[src/sv/nsm_pkg.sv]
package nsm_pkg;

   typedef enum logic [2:0] {
      ST_IDLE,
      ST_INSERT,
      ST_DEV,
      ST_DEVINS,
      ST_FINISH
   } back_state_type;

   typedef struct packed {
      logic signed [31:0] sample;
      logic               store;
      logic               last;
      logic               overflow;
   } item_type;

   localparam int QUEUE_DEPTH = 2;

endpackage

[src/sv/nsm_front.sv]
module nsm_front #(
   parameter int MAX_SAMPLES = 128,
   parameter int SAMPLE_BITS = 32
) (
   input  logic                clock,
   input  logic                reset,
   input  logic                start,
   output logic                busy,
   input  logic signed [31:0]  req_sample,
   input  logic                req_skip,
   input  logic                req_last,
   output logic                q_valid,
   output nsm_pkg::item_type   q_item,
   input  logic                q_pop
);
   localparam int CW = $clog2(MAX_SAMPLES + 2);
   localparam int SW = (SAMPLE_BITS < 32) ? SAMPLE_BITS : 32;

   logic [CW-1:0] item_count_ff, item_count_in;
   logic          ovf_ff, ovf_in;
   nsm_pkg::item_type q_ff [nsm_pkg::QUEUE_DEPTH];
   logic [1:0]    fill_ff, fill_in;
   logic          accept, ovf_now;
   nsm_pkg::item_type new_item;

   assign busy   = (fill_ff == 2'(nsm_pkg::QUEUE_DEPTH));
   assign accept = start && !busy;

   always_comb begin
      item_count_in = item_count_ff;
      if (item_count_ff <= CW'(MAX_SAMPLES)) begin
         item_count_in = item_count_ff + 1'b1;
      end
      ovf_now = ovf_ff || (item_count_in > CW'(MAX_SAMPLES));
      new_item.sample   = 32'(signed'(req_sample[SW-1:0]));
      new_item.store    = !req_skip && !ovf_now;
      new_item.last     = req_last;
      new_item.overflow = ovf_now;
      ovf_in = ovf_now;
      if (req_last) begin
         item_count_in = '0;
         ovf_in        = 1'b0;
      end
      fill_in = fill_ff + 2'(accept) - 2'(q_pop);
   end

   always_ff @(posedge clock) begin
      if (reset) begin
         item_count_ff <= '0;
         ovf_ff        <= 1'b0;
         fill_ff       <= '0;
      end else begin
         if (accept) begin
            item_count_ff <= item_count_in;
            ovf_ff        <= ovf_in;
         end
         fill_ff <= fill_in;
      end
   end

   // two-entry shift queue, head in entry 0
   always_ff @(posedge clock) begin
      if (q_pop) begin
         q_ff[0] <= q_ff[1];
      end
      if (accept) begin
         if (q_pop) begin
            if (fill_ff == 2'd1) q_ff[0] <= new_item;
            else q_ff[1] <= new_item;
         end else begin
            if (fill_ff == 2'd0) q_ff[0] <= new_item;
            else q_ff[1] <= new_item;
         end
      end
   end

   assign q_valid = (fill_ff != 2'd0);
   assign q_item  = q_ff[0];

`ifndef ASSERT_OFF
   a_no_overfill: assert property (@(posedge clock) disable iff (reset)
      fill_ff <= 2'(nsm_pkg::QUEUE_DEPTH)) else $error("queue overfilled");
   a_pop_valid: assert property (@(posedge clock) disable iff (reset)
      q_pop |-> q_valid) else $error("pop from empty queue");
   a_count_limit: assert property (@(posedge clock) disable iff (reset)
      item_count_ff <= CW'(MAX_SAMPLES + 1)) else $error("item count past limit");
`endif
endmodule

[config.mk]
export PLATFORM = sky130hd
export DESIGN_NAME = nsm_front
export DESIGN_NICKNAME = d
export VERILOG_FILES = /design/src/sv/nsm_pkg.sv /design/src/sv/nsm_front.sv
export SDC_FILE = /design/constraint.sdc
export NUM_CORES = 1
export LEC_CHECK = 0
export ABC_AREA = 1
export BUFFER_PORTS_ARGS = -buffer_cell sky130_fd_sc_hd__buf_2
export CORE_ASPECT_RATIO = 0.9
export CORE_MARGIN = 5
export CORE_UTILIZATION = 50
export CTS_CLUSTER_DIAMETER = 80
export DETAILED_ROUTE_END_ITERATION = 12
export PLACE_DENSITY = 0.77
export SETUP_SLACK_MARGIN = 0.2
export SLEW_MARGIN = 5
export SYNTH_ARGS = -nofsm -noshare
export SYNTH_HDL_FRONTEND = slang
export SYNTH_SLANG_ARGS = --single-unit
[constraint.sdc]
create_clock -name clock -period 6.9 [get_ports clock]
set_clock_uncertainty 0.1 [all_clocks]
set_input_delay 1.38 -clock clock [delete_from_list [all_inputs] [get_ports clock]]
set_output_delay 1.38 -clock clock [all_outputs]
set_load 0.01 [all_outputs]
==> impl_metrics.json, run 1 <==
{
  "status": "complete, no violations",
  "cpPeakStageDelay_ns": 0.72,
  "rsz0062_at_grt": "false",
  "max-vdd-ir-drop_uv": 189,
  "post_cts_resized": 0,
  "synth_compound_area_share_pct": 3.08,
  "critPathSlowestCell": "nor2_4",
  "synthSimpleGateAreaFrac_pct": 20.6,
  "hold_buffers": 0,
  "timing.final.hold_violations": 0,
  "wl_mm": 6.72,
  "die_y_um": 91.2,
  "cp_common_cell": "nand2_1",
  "drtPass1Iterations": 4,
  "slew_viol_final": 0,
  "swShare_pct": 28.9,
  "path_delay_family": "simple AND/OR/NAND/NOR gates",
  "clk_pin_slew_ns": 0.09,
  "overflow": 0,
  "layout_commonest_cell": "nand2_1",
  "reg2reg_depth": 5,
  "ios": 75,
  "grt_pass1_vias": 2220,
  "critPathMaxFanout": 36,
  "leakage_uw": 0.00176,
  "pwr-share-comb_pct": 18.0,
  "portBuffers": 74,
  "clock_sinks": 81,
  "path_class": "input port to flop",
  "synth_top_family_by_area": "simple AND/OR/NAND/NOR gates",
  "grt_antenna_before_repair": 0,
  "syn_nets": 391,
  "gr-usage-all-layers_pct": 14.8,
  "cts_setup_buffers": 0,
  "async_flop_share_pct": 0,
  "grt_pass1_wl_mm": 10.5,
  "crit_required_ns": 6.90,
  "post_synth_num_cell_types": 31,
  "drc": 0,
  "hpwlAfterDp_mm": 4.69,
  "drt_iter0_markers": 130,
  "period_needed_ns": 3.15,
  "fmax_mhz": 318,
  "slew_headroom_pct": 25.1,
  "crit_chain": "buf_2 -> o21ai_2 -> nor2_4 -> inv_2 -> nand2_1 -> nand2_1",
  "post-route-util_pct": 56.8,
  "r2r_setup_slack_ns": 4.41,
  "layout.nets": 430,
  "vias": 2303,
  "worst-path-buf-inv": 2,
  "place_congestion": 0.797,
  "fin_crit_sh_pct": 45.6,
  "syn2layout_area_growth_pct": 9.84,
  "synthMuxAreaShare_pct": 0,
  "worst_r2r_endpoint": "q_ff[0][29]",
  "hold_class": "flop to flop",
  "power_density_nw_per_um2": 291,
  "crit_arrival_ns": 3.15,
  "root_buffer": "clkbuf_8",
  "synth_area_per_cell_sq_um": 10.5,
  "drv_cap": 0,
  "worst_pin_slew_ns": 1.12,
  "holdWs_ns": 0.418,
  "wire_per_inst_um": 13.8,
  "cts_tree": "done",
  "cts_made_buffers": 9,
  "final.setup.tns_ns": 0,
  "cts_buffer_depth": 2,
  "whs_path_depth": 2,
  "r2r-start": "fill_ff[0]",
  "htree_levels": 3,
  "synth.yosys.seq_area_share_pct": 63.4,
  "p_int_uw": 831,
  "clockPowerShare_pct": 26.2,
  "ys_seq_elements": 81,
  "worst_setup_path_start_kind": "input port",
  "die_area_sq_um": 9140,
  "netSwitchingPower_uw": 338,
  "hp-start": "q_ff[0][63]",
  "final_cell_mix": "140 x nand2_1, 74 x buf_2, 70 x edfxtp_1",
  "worstSetupEndpointType": "flop",
  "power_frac_seq_pct": 55.8,
  "start_util_pct": 51.7,
  "worstHoldEndpoint": "q_ff[0][28]",
  "syn-instance-count": 349,
  "synth_area_sq_um": 3660,
  "postRouteAntennaNets": 0,
  "synth-warning-count": 0,
  "synth_ff_type": "edfxtp_1",
  "num_antenna_cells": 0,
  "die_w_um": 100,
  "synth_edf_count": 70,
  "clk_latency_ns": 0.35,
  "rows": 29,
  "synth-xor-area-share_pct": 0.478,
  "core_area_sq_um": 7080,
  "setup_violations": 0,
  "grt_max_degree": 37,
  "synthAdderAreaFrac_pct": 1.37,
  "vias_per_cell": 4.74,
  "drive_gt1_share_pct": 28.5
}
==> per-layer routing <==
layer | track usage [%] | part of all wire (%) | up-vias
li1 | - | - | 1183
met4 | 5.39 | 1.7 | 0
met3 | 5.52 | 8.2 | 14
met2 | 22.7 | 47 | 77
met5 | 0 | 0 | -
met1 | 19.3 | 43 | 1029
==> metrics by stage <==
stage | power, uW | instances | setup slack, ns | cell area (sq um)
finish | 1170 | 486 | 3.75 | 4020
global route | 1230 | 486 | 3.62 | 4020
CTS | 1180 | 486 | 3.79 | 4020
detailed placement | 877 | 470 | 3.43 | 3840
global placement | 867 | 470 | 3.50 | 3840
floorplan | 842 | 349 | 2.17 | 3660
==> logic make-up after synthesis <==
family | count (synthesis)
and+or+nand+nor | 176
DFF | 81
buffers and inverters | 68
AOI/OAI and AO/OA | 18
adders and majority gates | 4
xor gates and xnor gates | 2
==> flip-flops by register name, indices dropped and copies added, names as in the netlist <==
| name | count |
|---|---|
| ovf_ff | 1 |
| fill_ff | 2 |
| q_ff | 70 |
| item_count_ff | 8 |
==> final cells by class <==
type | count | area [sq um]
clock buffers | 9 | 124
clock inverters | 7 | 52.6
fillers | 615 | 3050
inverters | 22 | 82.6
multi-input cells | 200 | 953
flip-flops and latches | 81 | 2320
well taps | 93 | 116
repair buffers | 74 | 370
==> power by group through the flow <==
| stage | clock [uW] | combinational, uW | sequential (uW) |
|---|---|---|---|
| final | 306 | 211 | 652 |
| after detailed placement | 0 | 213 | 664 |
| after floorplan | 0 | 182 | 659 |
| after global routing | 336 | 233 | 660 |
| after CTS | 315 | 214 | 653 |
| after global placement | 0 | 205 | 662 |
==> synthesized netlist by cell type, drive strengths merged, types with 2 or more instances <==
| master | number | area [sq um] |
|---|---|---|
| nand3 | 12 | 77.6 |
| nand2 | 144 | 561 |
| nand4 | 3 | 18.8 |
| ha | 4 | 50.1 |
| clkbuf | 4 | 15.0 |
| inv | 22 | 82.6 |
| nor2 | 15 | 83.8 |
| buf | 42 | 307 |
| a21oi | 10 | 50.1 |
| o21ai | 2 | 13.8 |
| dfxtp | 11 | 220 |
| xor2 | 2 | 17.5 |
| a21boi | 2 | 18.8 |
| edfxtp | 70 | 2100 |
==> worst reg2reg max path: cells and delay by family, from the launching register on <==
kind / cells / cell delay (ns)
AND/OR/NAND/NOR: 3 / 1.00
AO/OA/AOI/OAI: 1 / 0.26
flip-flops: 1 / 0.41
buffers and inverters: 1 / 0.48
==> worst max-delay path by stage <==
stage	startpoint	cells after the start	to
2_1_floorplan	start	3	q_ff[0][0]
3_3_place_gp	start	6	q_ff[0][14]
3_5_place_dp	q_pop	7	q_ff[0][4]
4_1_cts	start	6	q_ff[0][29]
5_1_grt	start	6	q_ff[0][4]
6_report	start	6	q_ff[0][29]
(Power assumes the default switching activity.)
==> inputs of run 2 (changes only) <==
--- a/config.mk
+++ b/config.mk
@@ -9,10 +9,10 @@
 export BUFFER_PORTS_ARGS = -buffer_cell sky130_fd_sc_hd__buf_2
 export CORE_ASPECT_RATIO = 0.9
 export CORE_MARGIN = 5
-export CORE_UTILIZATION = 50
+export CORE_UTILIZATION = 49
 export CTS_CLUSTER_DIAMETER = 80
 export DETAILED_ROUTE_END_ITERATION = 12
-export PLACE_DENSITY = 0.77
+export PLACE_DENSITY = 0.78
 export SETUP_SLACK_MARGIN = 0.2
 export SLEW_MARGIN = 5
 export SYNTH_ARGS = -nofsm -noshare
==> constraint.sdc (replaced) <==
create_clock -name clock -period 2.55 [get_ports clock]
set_clock_uncertainty 0.1 [all_clocks]
set_input_delay 0.51 -clock clock [delete_from_list [all_inputs] [get_ports clock]]
set_output_delay 0.51 -clock clock [all_outputs]
set_load 0.01 [all_outputs]
==> run 2 against run 1 <==
Register-to-register slack worse by 3.8 ns. Critical path depth is 8 higher. Routed wire length fell by 0.76%. Largest cell class unchanged. Via count increased by 1.3%. Critical endpoint is now q_ff[0][0]. Largest power group unchanged. Die area grew 1.8%.
==> impl_metrics.json, run 2 (synthesized netlist as in run 1, its figures left out) <==
{
  "die_w_um": 101,
  "overflow": 0,
  "timing.final.hold_violations": 0,
  "hpwlAfterDp_mm": 4.84,
  "grt_pass1_vias": 2396,
  "die_area_sq_um": 9300,
  "start_util_pct": 51.2,
  "portBuffers": 74,
  "cpPeakStageDelay_ns": 0.45,
  "die_y_um": 92,
  "final_cell_mix": "140 x nand2_1, 74 x buf_2, 70 x edfxtp_1",
  "fin_crit_sh_pct": 77.9,
  "max-vdd-ir-drop_uv": 502,
  "cts_buffer_depth": 2,
  "syn2layout_area_growth_pct": 12.0,
  "status": "complete, no violations",
  "reg.largest.list": "q_ff: 70 flops, item_count_ff: 8 flops, fill_ff: 2 flops",
  "rsz0062_at_grt": "false",
  "fmax_mhz": 503,
  "core_area_sq_um": 7150,
  "critPathSlowestCell": "dfxtp_1",
  "power_uw": 3300,
  "design_area_sq_um": 4100,
  "crit_chain": "inv_1 -> ha_1 -> inv_1 -> nor2_2 -> nand3_4 -> nand2_4 -> a21boi_2 -> nand2_1 -> nor2_1 -> nand2_1 -> nand2_2 -> nand2_4 -> nand2_1 -> nand2_1",
  "crit_arrival_ns": 1.99,
  "period_needed_ns": 1.99,
  "place_congestion": 0.947,
  "slew_viol_final": 0,
  "drive_gt1_share_pct": 29.2,
  "clock_sinks": 81,
  "largest_reg_flops": 70,
  "grt_antenna_before_repair": 0,
  "clk_latency_ns": 0.34,
  "ios": 75,
  "cts_setup_buffers": 0,
  "drv_cap": 0,
  "postPlaceCellArea_sq_um": 3900,
  "setup_violations": 0,
  "gr-usage-all-layers_pct": 15.2,
  "drc": 0,
  "worst_pin_slew_ns": 0.566,
  "rows": 29,
  "dp_cells": 474,
  "vias_per_cell": 4.76,
  "worst-path-buf-inv": 2,
  "clk_pin_slew_ns": 0.08,
  "layout_commonest_cell": "nand2_1",
  "htree_levels": 3,
  "instances_no_fill": 490,
  "drtPass1Iterations": 4,
  "path_class": "flop to flop",
  "wire_per_inst_um": 13.6,
  "post_cts_resized": 0,
  "vias": 2333,
  "leakage_uw": 0.00180,
  "worstSetupEndpointType": "flop",
  "worst_setup_path_start_kind": "flop",
  "root_buffer": "clkbuf_8",
  "grt_pass1_wl_mm": 11.0,
  "grt_max_degree": 35,
  "hold_class": "input port to flop",
  "path_delay_family": "simple AND/OR/NAND/NOR gates",
  "cp_common_cell": "nand2_1",
  "fillers": 625,
  "num_antenna_cells": 0,
  "power_density_nw_per_um2": 804,
  "cts_made_buffers": 9,
  "slew_headroom_pct": 62.2,
  "crit_required_ns": 2.55,
  "postRouteAntennaNets": 0,
  "largest-register": "q_ff",
  "hold_buffers": 0,
  "drt_iter0_markers": 126,
  "post-route-util_pct": 57.4,
  "critPathMaxFanout": 6,
  "layout.nets": 434,
  "wl_mm": 6.67,
  "cts_tree": "done"
}
[run 2: routing by layer]
metal	GRT usage [%]	wire [um]	vias to the layer above
li1	-	-	1190
met1	18.9	2800	1062
met2	24.5	3260	74
met3	5.24	533	7
met4	5.87	74	0
met5	0	0	-
[run 2: final cells by class]
cell class	count	area, sq um	share of cell area, %
multi-input cells	200	953	23.2
well taps	93	116	2.84
repair buffers	78	425	10.4
flip-flops and latches	81	2320	56.6
clock inverters	7	77.6	1.89
inverters	22	82.6	2.01
clock buffers	9	124	3.02
[run 2: final timing paths]
| check | startpoint | endpoint | slack (ns) | cells after the start |
|---|---|---|---|---|
| min reg2reg | q_ff[0][66] | q_ff[0][31] | 0.41 | 2 |
| min | req_sample[4] | q_ff[0][42] | 0.25 | 1 |
| max | item_count_ff[0] | q_ff[0][0] | 0.56 | 14 |
| max reg2reg | item_count_ff[0] | q_ff[0][0] | 0.56 | 14 |
[run 2: per-stage QoR]
step,setup slack (ns),hold WS [ns],setup TNS (ns)
floorplan,-0.363,0.381,-25.26
global placement,0.564,0.392,0
detailed placement,0.483,0.396,0
CTS,0.559,0.225,0
global route,0.290,0.226,0
finish,0.564,0.255,0
[run 2: power by group]
group / total [uW] / internal [uW] / switching [uW]
Combinational: 599 / 215 / 384
Sequential: 1760 / 1700 / 61.5
Clock: 938 / 463 / 476
